<file path="src/rtl/lfu_kv_pkg.sv">
package lfu_kv_pkg;

  localparam int unsigned MaxEntriesDefault = 16;
  localparam int unsigned KeyW   = 32;
  localparam int unsigned DataW  = 32;
  localparam int unsigned CountW = 32;
  localparam int unsigned CfgW   = 5;

  localparam logic [CfgW-1:0] CapacityReset = 5'd16;

  localparam logic ModeGet = 1'b0;
  localparam logic ModePut = 1'b1;

  typedef struct packed {
    logic                    mode;
    logic signed [KeyW-1:0]  key;
    logic signed [DataW-1:0] write_value;
  } cache_req_t;

  typedef struct packed {
    logic                    hit;
    logic signed [DataW-1:0] read_value;
    logic                    evicted;
    logic signed [KeyW-1:0]  evicted_key;
  } cache_rsp_t;

  // one stored line: key, value and use count share a RAM word
  typedef struct packed {
    logic [KeyW-1:0]   key;
    logic [DataW-1:0]  value;
    logic [CountW-1:0] count;
  } entry_t;

  typedef enum logic [1:0] {
    StIdle,
    StScan,
    StLast,
    StDecide
  } state_e;

endpackage

</file>
<file path="src/rtl/lfu_key_value_cache_unit.sv">
// Key-value cache, least-frequently-used replacement, oldest entry first on equal counts.
// Request: drive req_i (mode, key, write_value) and raise start; the transfer
// happens at a rising edge with start high and busy low. busy stays high until the
// result is out. Each request gives exactly one result: result_valid_o is high for
// one cycle with rsp_o (hit, read_value, evicted, evicted_key). The receiver cannot
// stall, so the result must be taken in that cycle.
// Sequence per request: one pass over the entry RAM, one entry per cycle through
// its single read port with registered read data, then a drain state (StLast),
// an update state (StDecide) and the result, at which busy is already low again.
// A new request may be started in the same cycle the result strobe is high.
// Capacity: written through cfg_we_i / cfg_wdata_i, which the user must do only while
// idle (not enforced); values above MaxEntries act as MaxEntries, zero stops stores.
// Reset: all entries invalid, capacity 16, no clearing pass (the RAM is only read
// behind valid bits), so a request may be started in the first cycle after reset.
module lfu_key_value_cache_unit #(
  parameter int unsigned MaxEntries = lfu_kv_pkg::MaxEntriesDefault
) (
  input  logic                            clk_i,
  input  logic                            rst_ni,
  input  logic                            start,
  output logic                            busy,
  input  lfu_kv_pkg::cache_req_t          req_i,
  output logic                            result_valid_o,
  output lfu_kv_pkg::cache_rsp_t          rsp_o,
  input  logic                            cfg_we_i,
  input  logic [lfu_kv_pkg::CfgW-1:0]     cfg_wdata_i
);
  import lfu_kv_pkg::*;

  localparam int unsigned IdxW  = (MaxEntries > 1) ? $clog2(MaxEntries) : 1;
  localparam int unsigned RankW = IdxW;
  localparam int unsigned NumW  = $clog2(MaxEntries + 1);
  localparam int unsigned CapW  = (NumW > CfgW) ? NumW : CfgW;
  localparam int unsigned EntW  = $bits(entry_t);
  localparam logic [IdxW-1:0] LastIdx = IdxW'(MaxEntries - 1);
  localparam logic [CapW-1:0] CapMax  = CapW'(MaxEntries);

  state_e state_q, state_d;

  logic              accept, scan_rd, decide;
  logic [CfgW-1:0]   cap_q;
  cache_req_t        req_q;
  logic [IdxW-1:0]   addr_q;
  logic              chk_q;
  logic [IdxW-1:0]   pidx_q;

  // scan results
  logic [NumW-1:0]   stored_q;
  logic              found_q;
  logic [IdxW-1:0]   fidx_q;
  logic [DataW-1:0]  fval_q;
  logic [CountW-1:0] fcnt_q;
  logic [RankW-1:0]  frank_q;
  logic              free_q;
  logic [IdxW-1:0]   free_idx_q;
  logic              vict_q;
  logic [IdxW-1:0]   vidx_q;
  logic [KeyW-1:0]   vkey_q;
  logic [CountW-1:0] vcnt_q;
  logic [RankW-1:0]  vrank_q;

  logic [MaxEntries-1:0] valid_q, valid_d;
  logic [RankW-1:0]      rank_q [MaxEntries];
  logic [RankW-1:0]      rank_d [MaxEntries];

  logic              rv_q;
  cache_rsp_t        rsp_q, rsp_d;

  entry_t            ent;
  logic [EntW-1:0]   ram_rdata;
  logic              ram_we;
  logic [IdxW-1:0]   ram_waddr;
  entry_t            ram_wdata;

  logic              cur_valid;
  logic [RankW-1:0]  cur_rank;
  logic              take_match, take_free, take_vict;

  logic [CapW-1:0]   cap_eff;
  logic              cap_zero, is_put, full;
  logic              do_touch, do_insert, do_evict;
  logic [IdxW-1:0]   slot;
  logic [CountW-1:0] fcnt_inc;

  // ---------------- sequencer ----------------
  always_comb begin
    state_d = state_q;
    case (state_q)
      StIdle: begin
        if (start) state_d = StScan;
      end
      StScan: begin
        if (addr_q == LastIdx) state_d = StLast;
      end
      StLast:   state_d = StDecide;
      StDecide: state_d = StIdle;
      default:  state_d = StIdle;
    endcase
  end

  always_comb begin
    busy    = 1'b1;
    scan_rd = 1'b0;
    decide  = 1'b0;
    case (state_q)
      StIdle:   busy    = 1'b0;
      StScan:   scan_rd = 1'b1;
      StLast:   ;
      StDecide: decide  = 1'b1;
      default:  busy    = 1'b1;
    endcase
  end

  assign accept = start && !busy;

  always_ff @(posedge clk_i or negedge rst_ni) begin
    if (!rst_ni) begin
      state_q <= StIdle;
      cap_q   <= CapacityReset;
      chk_q   <= 1'b0;
      rv_q    <= 1'b0;
    end else begin
      state_q <= state_d;
      chk_q   <= scan_rd;
      rv_q    <= decide;
      if (cfg_we_i) cap_q <= cfg_wdata_i;
    end
  end

  // ---------------- entry RAM ----------------
  lfu_kv_ram #(
    .Width (EntW),
    .Depth (MaxEntries)
  ) u_entry_ram (
    .clk_i   (clk_i),
    .we_i    (ram_we),
    .waddr_i (ram_waddr),
    .wdata_i (ram_wdata),
    .raddr_i (addr_q),
    .rdata_o (ram_rdata)
  );

  assign ent = entry_t'(ram_rdata);

  // ---------------- scan: one entry per cycle ----------------
  assign cur_valid = valid_q[pidx_q];
  assign cur_rank  = rank_q[pidx_q];

  assign take_match = chk_q && cur_valid && !found_q && (ent.key == req_q.key);
  assign take_free  = chk_q && !cur_valid && !free_q;
  // lowest count wins, larger rank (older) on equal counts
  assign take_vict  = chk_q && cur_valid &&
                      (!vict_q || (ent.count < vcnt_q) ||
                       ((ent.count == vcnt_q) && (cur_rank > vrank_q)));

  always_ff @(posedge clk_i or negedge rst_ni) begin
    if (!rst_ni) begin
      found_q  <= 1'b0;
      free_q   <= 1'b0;
      vict_q   <= 1'b0;
      stored_q <= '0;
    end else if (accept) begin
      found_q  <= 1'b0;
      free_q   <= 1'b0;
      vict_q   <= 1'b0;
      stored_q <= '0;
    end else begin
      if (take_match) found_q <= 1'b1;
      if (take_free)  free_q  <= 1'b1;
      if (take_vict)  vict_q  <= 1'b1;
      if (chk_q && cur_valid) stored_q <= stored_q + NumW'(1);
    end
  end

  always_ff @(posedge clk_i) begin
    if (accept) begin
      req_q  <= req_i;
      addr_q <= '0;
    end else if (scan_rd) begin
      addr_q <= addr_q + IdxW'(1);
    end
    pidx_q <= addr_q;
    if (take_match) begin
      fidx_q  <= pidx_q;
      fval_q  <= ent.value;
      fcnt_q  <= ent.count;
      frank_q <= cur_rank;
    end
    if (take_free) free_idx_q <= pidx_q;
    if (take_vict) begin
      vidx_q  <= pidx_q;
      vkey_q  <= ent.key;
      vcnt_q  <= ent.count;
      vrank_q <= cur_rank;
    end
  end

  // ---------------- update ----------------
  assign cap_eff  = (CapW'(cap_q) > CapMax) ? CapMax : CapW'(cap_q);
  assign cap_zero = (cap_q == '0);
  assign is_put   = (req_q.mode == ModePut);
  assign full     = (CapW'(stored_q) >= cap_eff);

  assign do_touch  = found_q && (!is_put || !cap_zero);
  assign do_insert = !found_q && is_put && !cap_zero && (full ? vict_q : free_q);
  assign do_evict  = do_insert && full;
  assign slot      = full ? vidx_q : free_idx_q;
  assign fcnt_inc  = (fcnt_q == '1) ? fcnt_q : fcnt_q + CountW'(1);

  always_comb begin
    ram_we    = decide && (do_touch || do_insert);
    ram_waddr = do_touch ? fidx_q : slot;
    ram_wdata.key = req_q.key;
    if (do_touch) begin
      ram_wdata.value = is_put ? req_q.write_value : fval_q;
      ram_wdata.count = fcnt_inc;
    end else begin
      ram_wdata.value = req_q.write_value;
      ram_wdata.count = CountW'(1);
    end
  end

  always_comb begin
    for (int j = 0; j < MaxEntries; j++) begin
      rank_d[j]  = rank_q[j];
      valid_d[j] = valid_q[j];
      if (decide && do_touch) begin
        if (IdxW'(j) == fidx_q) begin
          rank_d[j] = '0;
        end else if (valid_q[j] && (rank_q[j] < frank_q)) begin
          rank_d[j] = rank_q[j] + RankW'(1);
        end
      end else if (decide && do_insert) begin
        if (IdxW'(j) == slot) begin
          rank_d[j]  = '0;
          valid_d[j] = 1'b1;
        end else if (valid_q[j]) begin
          // entries older than the victim close the gap, then all age by one
          if (do_evict && (rank_q[j] > vrank_q)) rank_d[j] = rank_q[j];
          else rank_d[j] = rank_q[j] + RankW'(1);
        end
      end
    end
  end

  always_ff @(posedge clk_i or negedge rst_ni) begin
    if (!rst_ni) begin
      valid_q <= '0;
    end else begin
      valid_q <= valid_d;
    end
  end

  always_ff @(posedge clk_i) begin
    for (int j = 0; j < MaxEntries; j++) begin
      rank_q[j] <= rank_d[j];
    end
  end

  always_comb begin
    rsp_d.hit         = found_q;
    rsp_d.read_value  = (found_q && !is_put) ? fval_q : '0;
    rsp_d.evicted     = do_evict;
    rsp_d.evicted_key = do_evict ? vkey_q : '0;
  end

  always_ff @(posedge clk_i) begin
    if (decide) rsp_q <= rsp_d;
  end

  assign result_valid_o = rv_q;
  assign rsp_o          = rsp_q;

  // ---------------- assertions ----------------
  a_result_after_update: assert property (@(posedge clk_i) disable iff (!rst_ni)
    result_valid_o |-> $past(state_q == StDecide))
    else $error("result strobe without update cycle");

  a_start_enters_scan: assert property (@(posedge clk_i) disable iff (!rst_ni)
    (start && !busy) |=> (state_q == StScan))
    else $error("accepted request did not start a scan");

  a_evict_only_on_miss: assert property (@(posedge clk_i) disable iff (!rst_ni)
    (result_valid_o && rsp_o.evicted) |-> !rsp_o.hit)
    else $error("eviction reported on a hit");

  a_free_slot_is_free: assert property (@(posedge clk_i) disable iff (!rst_ni)
    (decide && do_insert && !full) |-> !valid_q[free_idx_q])
    else $error("insert into an occupied entry");

  a_stored_count: assert property (@(posedge clk_i) disable iff (!rst_ni)
    decide |-> ($countones(valid_q) == int'(stored_q)))
    else $error("scan count disagrees with valid bits");

endmodule

</file>
<file path="src/rtl/lfu_kv_ram.sv">
module lfu_kv_ram #(
  parameter int unsigned Width = 8,
  parameter int unsigned Depth = 16
) (
  input  logic                                      clk_i,
  input  logic                                      we_i,
  input  logic [((Depth > 1) ? $clog2(Depth) : 1)-1:0] waddr_i,
  input  logic [Width-1:0]                          wdata_i,
  input  logic [((Depth > 1) ? $clog2(Depth) : 1)-1:0] raddr_i,
  output logic [Width-1:0]                          rdata_o
);

  logic [Width-1:0] mem_q [Depth];
  logic [Width-1:0] rdata_q;

  always_ff @(posedge clk_i) begin
    if (we_i) begin
      mem_q[waddr_i] <= wdata_i;
    end
    rdata_q <= mem_q[raddr_i];
  end

  assign rdata_o = rdata_q;

endmodule
</file>
<file path="config.mk">
export PLATFORM = sky130hd
export DESIGN_NAME = lfu_key_value_cache_unit
export DESIGN_NICKNAME = d
export VERILOG_FILES = /design/src/rtl/lfu_kv_pkg.sv /design/src/rtl/lfu_key_value_cache_unit.sv /design/src/rtl/lfu_kv_ram.sv
export SDC_FILE = /design/constraint.sdc
export NUM_CORES = 2
export LEC_CHECK = 0
export BUFFER_PORTS_ARGS = -buffer_cell sky130_fd_sc_hd__buf_2
export CORE_ASPECT_RATIO = 1.5
export CORE_MARGIN = 4
export CORE_UTILIZATION = 25
export DETAILED_ROUTE_END_ITERATION = 6
export MAX_ROUTING_LAYER = met4
export PLACE_DENSITY_LB_ADDON = 0.25
export SETUP_SLACK_MARGIN = 0.4
export SYNTH_ARGS = -nofsm -noshare
export SYNTH_HDL_FRONTEND = slang
export SYNTH_HIERARCHICAL = 1
export SYNTH_SLANG_ARGS = --single-unit
</file>
<file path="constraint.sdc">
create_clock -name clk_i -period 13.45 [get_ports clk_i]
set_input_delay 0.6725 -clock clk_i [delete_from_list [all_inputs] [get_ports clk_i]]
set_output_delay 0.6725 -clock clk_i [all_outputs]
set_load 0.05 [all_outputs]
</file>
==> impl_metrics.json <==
{
  "dr.first_iter.drc_count": 2658,
  "cp.arrival_ns": 5.82,
  "area_growth_pct": 16.2,
  "multi_input_area_sq_um": 18900,
  "drv_cap": 0,
  "holdBufCountCts": 64,
  "cts_sinks": 2016,
  "switching_power_mw": 4.77,
  "gp_congestion": 0.771,
  "drc": 0,
  "start_util_pct": 25.1,
  "hpwl_um": 109000,
  "route.final.wire_length_um": 207000,
  "clk_path_buf_depth": 4,
  "synth_area_per_cell_sq_um": 19.7,
  "comb_power_share_pct": 20.4,
  "yosysWarningCount": 6,
  "hold_path_class": "input port to flip-flop",
  "h-tree-depth": 4,
  "hold-path-endpoint": "cap_q[2]",
  "die_area_sq_um": 327000,
  "rsz0062_at_grt": "false",
  "grt_pass1_vias": 42000,
  "grt_pass1_wl_um": 301000,
  "final_common_cell": "edfxtp_1",
  "pwr-share-seq_pct": 46.7,
  "syn_inst": 4034,
  "cp.required_ns": 13.88,
  "r2r-end": "u_entry_ram/mem_q[7][51]",
  "syn_nets": 4285,
  "ir_drop_mv": 0.174,
  "place_ws_ns": 8.09,
  "synth_flop_cell": "edfxtp_1",
  "cp-end-kind": "flip-flop",
  "max_freq_mhz": 185,
  "drive_gt1_share_pct": 22.6,
  "start_kind": "flip-flop",
  "worst_clock_skew_ns": 0.0705,
  "tightest_slew_ns": 1.15,
  "vias_per_cell": 4.50,
  "power_leakage_nw": 29.3,
  "cts_tree": "yes",
  "final-max-slew-violation-count": 0,
  "setup_violations": 0,
  "pwr-share-clk_pct": 32.9,
  "path_clk_slew_ns": 0.06,
  "outcome": "finished clean",
  "synth_seq_area_share_pct": 74.7,
  "final_antenna_net_count": 0,
  "slew_headroom_pct": 23.2,
  "timing_hold_violations_final": 0,
  "pin_count": 142,
  "ys_types": 71,
  "cts_resized": 0,
  "fp.dieW_um": 468,
  "min_period_ns": 5.40,
  "post-route-period-util_pct": 40.1,
  "num_vias": 39200,
  "fillCellCount": 31200,
  "core_area_sq_um": 317000,
  "dieHeight_um": 698,
  "p_sw_share_pct": 28.5,
  "reg2reg_from": "cap_q[1]",
  "hold_path_depth": 2,
  "grt_overflow": 0,
  "grt_max_degree": 97,
  "cp_max_fo": 44,
  "antenna_found_initial": 3,
  "setup_slack_ns": 8.05,
  "worstHoldStart": "cfg_wdata_i[2]",
  "cts-root-buf": "clkbuf_16",
  "post-cts-setup-buffers": 0,
  "wl_per_cell_um": 23.8,
  "fin_nets": 4579,
  "grtUsageTotal_pct": 12.9,
  "clock_latency_ns": 0.86,
  "rows": 253,
  "tns_ns": 0,
  "port-buffer-count": 141,
  "crit_type": "flip-flop to flip-flop",
  "internal-power_mw": 12.0,
  "ys_ff_latch": 2016,
  "async_flop_share_pct": 1.64,
  "synth_edf_count": 1879,
  "cts_buffers": 195,
  "netlist_area_sq_um": 79400,
  "seq_area_sq_um": 59300,
  "mostFrequentLayoutCells": "edfxtp_1 (1879), mux4_2 (408), a22oi_1 (201), clkbuf_16 (199), ha_1 (176)",
  "first_pass_iters": 7,
  "r2r_cells": 8,
  "powerDensity_nw_per_um2": 181,
  "reg2reg_slack_ns": 8.05
}
## how the worst max path moves through the flow
| stage | from | end | cells past startpoint |
|---|---|---|---|
| 4_1_cts | cap_q[1] | u_entry_ram/mem_q[7][56] | 8 |
| 6_report | cap_q[1] | u_entry_ram/mem_q[7][51] | 8 |
| 3_3_place_gp | cap_q[1] | u_entry_ram/mem_q[15][85] | 8 |
| 5_1_grt | cap_q[1] | u_entry_ram/mem_q[7][51] | 8 |
| 2_1_floorplan | state_q[0] | u_entry_ram/mem_q[0][0] | 9 |
| 3_5_place_dp | cap_q[1] | u_entry_ram/mem_q[14][85] | 8 |
## logic make-up (layout without fill, tap and decap cells)
family,after synthesis,after routing,synth area share [%]
muxes,454,454,12.2
buffers and inverters,273,725,1.67
other,0,3,0
adders and majority gates,177,177,2.79
AOI/OAI and AO/OA,452,452,4.02
DFF,2016,2016,74.7
xor gates and xnor gates,98,98,1.08
and+or+nand+nor,564,564,3.51
## per-layer routing
layer  wire, um  track usage [%]  vias to the layer above
met5          0                -                        -
met3       7010             1.61                      312
met2     111000             23.1                      718
met1      83500             15.1                    21200
met4       5520             3.54                        0
li1           -                -                    17000
## sequential cells by signal (all words and copies together) (netlist names), 5 cells and up
| name | flops |
|---|---|
| rsp_o | 66 |
| fcnt_q | 32 |
| rank_q | 64 |
| vcnt_q | 32 |
| vkey_q | 32 |
| fval_q | 32 |
| u_entry_ram/mem_q | 1536 |
| valid_q | 16 |
| ram_wdata | 32 |
| stored_q | 5 |
| u_entry_ram/rdata_o | 96 |
| req_q | 32 |
| cap_q | 5 |
## power groups by stage
stage	logic [mW]	registers (mW)	clock network (mW)
3_3_place_gp	3.49	7.98	0
2_1_floorplan	2.39	7.94	0
5_1_grt	3.72	7.88	5.94
6_report	3.41	7.83	5.51
4_1_cts	3.53	7.85	5.70
3_5_place_dp	3.50	7.98	0
## layout make-up
cell class | count | share of cell area (%)
Sequential cell | 2016 | 64.3
Multi-Input combinational cell | 1745 | 20.5
Clock buffer | 266 | 5.94
Tap cell | 4207 | 5.70
Timing Repair Buffer | 269 | 2.18
Clock inverter | 89 | 0.923
Inverter | 101 | 0.411
Antenna cell | 3 | 0.00814
## cell usage after synthesis (9+ instances only)
cell	number	area, sq um
a21boi_0	18	135
a21oi_1	63	315
mux2_2	37	417
buf_4	24	180
o21ai_0	58	290
a31oi_1	13	81.3
nor2b_1	22	138
dfxtp_1	104	2080
o21bai_1	17	128
nor3_1	22	110
a211oi_1	16	120
and2_1	69	432
nand2b_1	13	81.3
ha_1	177	2210
dfrtp_1	32	801
nor2_1	139	522
and3_1	10	62.6
nand2_1	146	548
nand4_1	50	313
a31o_2	9	78.8
buf_6	24	270
mux2i_1	9	90.1
inv_1	101	379
mux4_2	408	9190
buf_1	35	131
xor2_1	39	342
edfxtp_1	1879	56400
nand3_1	55	275
buf_2	22	110
clkbuf_1	66	248
a22oi_1	201	1510
xnor2_1	59	517
o21a_1	20	150
## through the flow
step	util [%]	cells	area (sq um)	hold WS [ns]	total power [mW]
after floorplan	-	4034	79400	0.376	10.3
after global placement	26.9	8274	85300	0.388	11.5
after detailed placement	26.9	8274	85300	0.389	11.5
after CTS	29.1	8693	92300	0.00116	17.1
after global routing	29.1	8696	92300	0.0324	17.5
final	29.1	8696	92300	0.0817	16.7
## critical path, stage by stage, from the launching register on
cell,delay (ns)
dfrtp_1,0.40
or4_4,0.56
or3_1,0.38
nand2_2,0.73
nor2_1,0.10
a21oi_1,0.55
nand2_1,0.41
nor2_4,0.92
buf_4,0.84
Power figures use the tool's default switching activity.
